<file path="src/hdl/imh_pkg.sv">
`timescale 1ns / 1ps
`default_nettype none
package imh_pkg;

    localparam int OP_BITS = 3;
    localparam int STATUS_BITS = 3;

    localparam logic [OP_BITS-1:0] OP_INSERT = 3'd0;
    localparam logic [OP_BITS-1:0] OP_REMOVE_MAX = 3'd1;
    localparam logic [OP_BITS-1:0] OP_REMOVE_HANDLE = 3'd2;
    localparam logic [OP_BITS-1:0] OP_REMOVE_POS = 3'd3;
    localparam logic [OP_BITS-1:0] OP_CLEAR = 3'd4;

    localparam logic [STATUS_BITS-1:0] ST_OK = 3'd0;
    localparam logic [STATUS_BITS-1:0] ST_FULL = 3'd1;
    localparam logic [STATUS_BITS-1:0] ST_EMPTY = 3'd2;
    localparam logic [STATUS_BITS-1:0] ST_BAD = 3'd3;
    localparam logic [STATUS_BITS-1:0] ST_DUP = 3'd4;

    typedef enum logic [4:0] {
        S_CLR_SWEEP,
        S_IDLE,
        S_CHECK_RD,
        S_CHECK,
        S_REM_RD,
        S_REM,
        S_DN_RD,
        S_DN_CMP,
        S_DN_RD2,
        S_DN_DEC,
        S_UP_RD,
        S_UP_DEC,
        S_PLACE,
        S_TOP_RD,
        S_TOP,
        S_OUT,
        S_CLEAR
    } imh_state_t;

    // Datapath actions issued by the controller; only one is active per cycle.
    typedef enum logic [4:0] {
        A_NONE,
        A_CLR_SLOT,
        A_LATCH_IN,
        A_RD_CHECK,
        A_CHECK,
        A_RD_REM,
        A_REM,
        A_RD_CHILD_L,
        A_CMP_L,
        A_RD_CHILD_R,
        A_DN_DEC,
        A_RD_PARENT,
        A_UP_DEC,
        A_PLACE,
        A_RD_TOP,
        A_TOP,
        A_CLEAR_STEP
    } imh_action_t;

    typedef struct packed {
        imh_action_t action;
    } imh_cmd_t;

    // Branch outcomes computed in the datapath for the controller.
    typedef struct packed {
        logic chk_fail;     // CHECK: error or no-op, go report
        logic chk_insert;   // CHECK: insert, go rise
        logic chk_clear;    // CHECK: clear, go sweep
        logic rem_done;     // REM: error, or removed last slot; nothing to move
        logic dn_has_child; // DN: a left child exists
        logic dn_has_right; // DN: a right child exists
        logic dn_move;      // DN_DEC: child moved up, continue sinking
        logic dn_sank;      // DN_DEC stop: entry moved at least once
        logic up_has_par;   // UP: a parent exists
        logic up_move;      // UP_DEC: parent moved down
        logic sweep_done;   // sweeps finished
    } imh_status_t;

endpackage
`default_nettype wire

</file>
<file path="src/hdl/imh_ctrl.sv">
`timescale 1ns / 1ps
`default_nettype none
module imh_ctrl (
    input  wire logic                 clk,
    input  wire logic                 rst_n,
    input  wire logic                 in_valid,
    output logic                      in_ready,
    output logic                      out_valid,
    input  wire logic                 out_ready,
    input  wire imh_pkg::imh_status_t sts,
    output imh_pkg::imh_cmd_t         cmd
);
    import imh_pkg::*;

    imh_state_t state_reg, state_next;

    always_ff @(posedge clk or negedge rst_n)
    begin
        if (!rst_n)
        begin
            state_reg <= S_CLR_SWEEP;
        end
        else
        begin
            state_reg <= state_next;
        end
    end

    always_comb
    begin
        state_next = state_reg;
        case (state_reg)
            S_CLR_SWEEP: if (sts.sweep_done) state_next = S_IDLE;
            S_IDLE:      if (in_valid) state_next = S_CHECK_RD;
            S_CHECK_RD:  state_next = S_CHECK;
            S_CHECK:
            begin
                if (sts.chk_fail) state_next = S_TOP_RD;
                else if (sts.chk_clear) state_next = S_CLEAR;
                else if (sts.chk_insert) state_next = S_UP_RD;
                else state_next = S_REM_RD;
            end
            S_REM_RD:    state_next = S_REM;
            S_REM:       state_next = sts.rem_done ? S_TOP_RD : S_DN_RD;
            S_DN_RD:     state_next = sts.dn_has_child ? S_DN_CMP : S_UP_RD;
            S_DN_CMP:    state_next = sts.dn_has_right ? S_DN_RD2 : S_DN_DEC;
            S_DN_RD2:    state_next = S_DN_DEC;
            S_DN_DEC:
            begin
                if (sts.dn_move) state_next = S_DN_RD;
                else if (sts.dn_sank) state_next = S_PLACE;
                else state_next = S_UP_RD;
            end
            S_UP_RD:     state_next = sts.up_has_par ? S_UP_DEC : S_PLACE;
            S_UP_DEC:    state_next = sts.up_move ? S_UP_RD : S_PLACE;
            S_PLACE:     state_next = S_TOP_RD;
            S_TOP_RD:    state_next = S_TOP;
            S_TOP:       state_next = S_OUT;
            S_OUT:       if (out_ready) state_next = S_IDLE;
            S_CLEAR:     if (sts.sweep_done) state_next = S_TOP_RD;
            default:     state_next = S_IDLE;
        endcase
    end

    always_comb
    begin
        in_ready = 1'b0;
        out_valid = 1'b0;
        cmd.action = A_NONE;
        case (state_reg)
            S_CLR_SWEEP: cmd.action = A_CLR_SLOT;
            S_IDLE:
            begin
                in_ready = 1'b1;
                if (in_valid) cmd.action = A_LATCH_IN;
            end
            S_CHECK_RD:  cmd.action = A_RD_CHECK;
            S_CHECK:     cmd.action = A_CHECK;
            S_REM_RD:    cmd.action = A_RD_REM;
            S_REM:       cmd.action = A_REM;
            S_DN_RD:     cmd.action = A_RD_CHILD_L;
            S_DN_CMP:    cmd.action = A_CMP_L;
            S_DN_RD2:    cmd.action = A_RD_CHILD_R;
            S_DN_DEC:    cmd.action = A_DN_DEC;
            S_UP_RD:     cmd.action = A_RD_PARENT;
            S_UP_DEC:    cmd.action = A_UP_DEC;
            S_PLACE:     cmd.action = A_PLACE;
            S_TOP_RD:    cmd.action = A_RD_TOP;
            S_TOP:       cmd.action = A_TOP;
            S_OUT:       out_valid = 1'b1;
            S_CLEAR:     cmd.action = A_CLEAR_STEP;
            default:     cmd.action = A_NONE;
        endcase
    end
endmodule
`default_nettype wire

</file>
<file path="config.mk">
export PLATFORM = sky130hd
export DESIGN_NAME = imh_ctrl
export DESIGN_NICKNAME = d
export VERILOG_FILES = /design/src/hdl/imh_pkg.sv /design/src/hdl/imh_ctrl.sv
export SDC_FILE = /design/constraint.sdc
export NUM_CORES = 1
export LEC_CHECK = 0
export BUFFER_PORTS_ARGS = -buffer_cell sky130_fd_sc_hd__buf_2
export CAP_MARGIN = 20
export CORE_MARGIN = 8
export CORE_UTILIZATION = 49
export CTS_BUF_LIST = sky130_fd_sc_hd__clkbuf_8 sky130_fd_sc_hd__clkbuf_16
export DETAILED_ROUTE_END_ITERATION = 12
export GPL_ROUTABILITY_DRIVEN = 0
export GPL_TIMING_DRIVEN = 0
export MAX_ROUTING_LAYER = met4
export PLACE_DENSITY = 0.78
export SLEW_MARGIN = 15
export SYNTH_ARGS = -nofsm -noshare
export SYNTH_HDL_FRONTEND = slang
export SYNTH_SLANG_ARGS = --single-unit
</file>
<file path="constraint.sdc">
create_clock -name clk -period 1.89 [get_ports clk]
set_input_delay 0.0945 -clock clk [delete_from_list [all_inputs] [get_ports clk]]
set_output_delay 0.0945 -clock clk [all_outputs]
set_load 0.01 [all_outputs]
</file>
# After elaboration in Yosys (flattened, before gate mapping)
# Cells that the tools add are included.
# totals
register_bits	5
out_inout_bits	7
word_cells	42
# classes
eq_ne	20
muxes	19
n_reduce_logical	2
# ops
operator	n
5-bit case mux with 17 select lines	1
5-bit case mux with 16 select lines	1
5-bit by 4-bit equality test with 1-bit output, second input constant	8
5-bit 2-to-1 mux	6
5-bit by 3-bit equality test with 1-bit output, second input constant	4
4-bit 2-to-1 mux	4
5-bit by 2-bit equality test with 1-bit output, second input constant	2
3-bit 2-to-1 mux	3
2-bit inequality test, second input constant	4
5-bit by 1-bit equality test with 1-bit output, second input constant	1
5-bit equality test, second input constant	1
5-bit logical NOT	1
4-bit AND reduction	1
1-bit 2-to-1 mux	3
2-bit 2-to-1 mux	1

# Logic depth before layout (Yosys ltp)
# logic_depth
ltp_word	4
depth_mapped	6
depth_no_buf	4

# Least setup slack after synthesis
# No wires, ideal clock.
# synth_path
path_type	register to register
start	register state_reg[2]
end	register state_reg[2]
setup_time_ps	143
arrival_time_ps	1459
required_ps	1747
path_slack_ps	288
path_stages_with_launch	7
path_buffers	2
synth_period_minus_slack_ps	1602
cell_sequence	dfrtp_1 buf_6 or3_1 buf_2 o211a_1 a211oi_2 a41oi_1
# synth_via
elab_chain_cells	3
word_cells_on_any_way	23
# synth_rtl
item	line_no	source
start, declared	imh_ctrl.sv:15	imh_state_t state_reg, state_next;
start signal, assigned	imh_ctrl.sv:25	state_reg <= state_next;
5-bit equality test, or another cell as far along	imh_ctrl.sv:32	case (state_reg)
2-bit inequality test (no line)	n/a	
4-bit AND reduction (no line)	n/a	
# Several ways; a longest one is shown, not always the timed one.
# A chain may end at the register's enable or synchronous reset.

# Worst setup path after layout
# layout_path
start	register state_reg[3]
end	register state_reg[2]
# The elaborated chain is that of the path after synthesis.

==> impl_metrics.toml <==
[outcome]
status = "finished, final reports clean"

[timing]
maxSlewHeadroom_pct = 71.5
whs_ns = 0.212
min_period_ns = 1.74
final.setup_skew_ns = 0.00442
timing.fmax_ghz = 0.574
drv_slew = 0
worst_slew_pin_slew_ns = 0.425
rsz0062_at_grt = "false"
hold_viol = 0
setup_viol = 0
fin_setup_tns_ns = 0
fin_crit_sh_pct = 92.1

[final_layout]
final_cell_area_um2 = 846
drive_gt1_share_pct = 28.2
finalNetCount = 133
fillers = 119
areaGrowthSynthToFinish_pct = 26.8
final_cells = 132
largest_reg_flops = 5
diodes = 0

[grt]
grt_max_degree = 11
track_usage_pct = 16.3
grt_pass1_wl_um = 3440
antenna_found_initial = 0
grt-ovfl-total = 0
grt_pass1_vias = 771

[setup_path]
critical_path_class = "flip-flop to flip-flop"
worst_setup_path_start_kind = "flip-flop"
r2r_cells = 5
r2r_start = "state_reg[3]"
end_kind = "flip-flop"
worstPathArrival_ns = 1.81
cp_max_fo = 9
rr_endpoint = "state_reg[2]"
critPathRequiredTime_ns = 1.96
rrSetupSlack_ns = 0.15

[die]
dieArea_um2 = 2800
rows = 13
dieHeight_um = 52.9
core-area_um2 = 1280
boundaryPins = 22
start_util_pct = 51.9
die_x_um = 52.9

[place]
dp.cells = 127
port_buffers = 21
place_area_um2 = 791
hpwl_um = 1560

[worst_hold_path]
hp-class = "primary input to flip-flop"
hold_end = "state_reg[4]"
hold-path-cell-count = 3
hold_path_startpoint = "sts[0]"

[logic_synthesis]
synth_top_area_share_pct = 18.8
synth_xor_area_share_pct = 2.63
synth_area_leader_cell = "dfrtp_1"
async_flop_share_pct = 100
yosys.area_share.simple_pct = 34.9
synth_nets = 106
synth_area_leaders = "dfrtp_1, nand2b_1, nor2_1"
synthMuxAreaShare_pct = 1.50
ys_seq_area_share_pct = 18.8
ys_types = 37
yosys.cell_count.top_type = "nor2_1"
synth_edf_count = 0
synth-compound-area-share_pct = 35.1
synth_adder_area_share_pct = 0
yosys_most_used_dff = "dfrtp_1"
netlist_instances = 91
ys_ff_latch = 5
syn_area_um2 = 667
synth_top_family_by_area = "compound AO/OA/AOI/OAI gates"
yosysWarningCount = 0
synth_common_cells = "nor2_1, nand2b_1, nand2_1"
avgSynthCellArea_um2 = 7.33

[detailed_routing]
totalWireLength_um = 2010
drtAntennaViolNets = 0
drc_errors = 0
vias = 815
drtIter0Drc = 36
firstDrtPassIters = 4
wl_per_cell_um = 15.2
vias_per_cell = 6.17

[power]
ir_drop_mv = 0.599
finalPower_mw = 1.15
p_per_area_nw_per_um2 = 1360
leakage_nw = 0.395

[clock_tree]
tritoncts = "done"
path_clk_slew_ns = 0.04
numClockSinks = 5
cts_max_path_buffers = 2
cts_made_buffers = 3
cts_root_buf = "clkbuf_8"
worstSkewPairLatency_ns = 0.22
h-tree-depth = 1

[run]
maxCapViolCount = 0
==> what timing repair did <==
item / CTS / global route
setup buffers: 0 / 0
hold endpoints to repair: 5 / 0
gates resized for setup: 0 / 0
hold buffers: 1 / 0
==> through the flow <==
| step | setup WS [ns] | util (%) |
|---|---|---|
| after floorplan | 0.288 | - |
| after global placement | 0.183 | 61.5 |
| after detailed placement | 0.171 | 61.5 |
| after CTS | 0.162 | 65.8 |
| after global routing | 0.0571 | 65.8 |
| final | 0.149 | 65.8 |
==> worst max-delay path by stage <==
stage                 start      endpoint  slack [ns]  cells past startpoint
3_3_place_gp   state_reg[3]  state_reg[2]        0.18                      5
5_1_grt        state_reg[2]  state_reg[2]        0.06                      6
3_5_place_dp   state_reg[3]  state_reg[2]        0.17                      5
6_report       state_reg[3]  state_reg[2]        0.15                      5
2_1_floorplan  state_reg[2]  state_reg[2]        0.29                      6
4_1_cts        state_reg[3]  state_reg[2]        0.16                      5
==> report_power, final <==
group	internal (mW)	switching, mW	leakage (nW)
combinational	0.337	0.435	0.303
clock	0.139	0.0520	0.0269
sequential	0.143	0.0445	0.0644
total	0.619	0.531	0.395
==> cells by family after synthesis <==
logic type             count (synthesis)
AND/OR/NAND/NOR                       43
XOR/XNOR                               2
buffers and inverters                  9
AO/OA/AOI/OAI                         31
flip-flops                             5
multiplexers                           1
==> per-layer routing <==
metal  global-route usage [%]  vias to the layer above  part of all wire, %
li1                         -                      392                    -
met1                     22.0                      381                   43
met2                     22.5                       42                   47
met3                     5.32                        0                  9.4
met4                     4.31                        0                    0
met5                        -                        -                    0
==> critical path: stages (launching register included) <==
cell,delay [ns]
dfrtp_1,0.45
or3_1,0.39
buf_2,0.16
o211a_1,0.23
a211oi_2,0.28
a41oi_1,0.08
==> placed cells by master, fill, tap and decap left out, types with 2 or more instances in the layout <==
cell type,instances
a41oi_1,2
xor2_1,2
nor2b_1,4
a31oi_1,2
o21bai_1,3
a311oi_1,2
a211o_1,2
nand3_1,4
nand2b_1,7
nor3_1,4
o211a_1,2
nand3b_1,2
o21ai_0,3
nor2_1,9
buf_2,26
a21oi_1,5
o21a_1,2
nand2_1,6
or3_1,2
clkbuf_1,2
inv_1,2
dfrtp_1,5
clkbuf_8,3
==> cell type report <==
class	instances	area (um2)	area share [%]
multi-input cells	77	494	58.4
flip-flops and latches	5	125	14.8
repair buffers	22	115	13.6
plain buffers	8	43.8	5.18
clock buffers	3	41.3	4.88
well taps	15	18.8	2.22
clock inverters	1	3.75	0.444
inverters	1	3.75	0.444
Power figures use the tool's default switching activity.
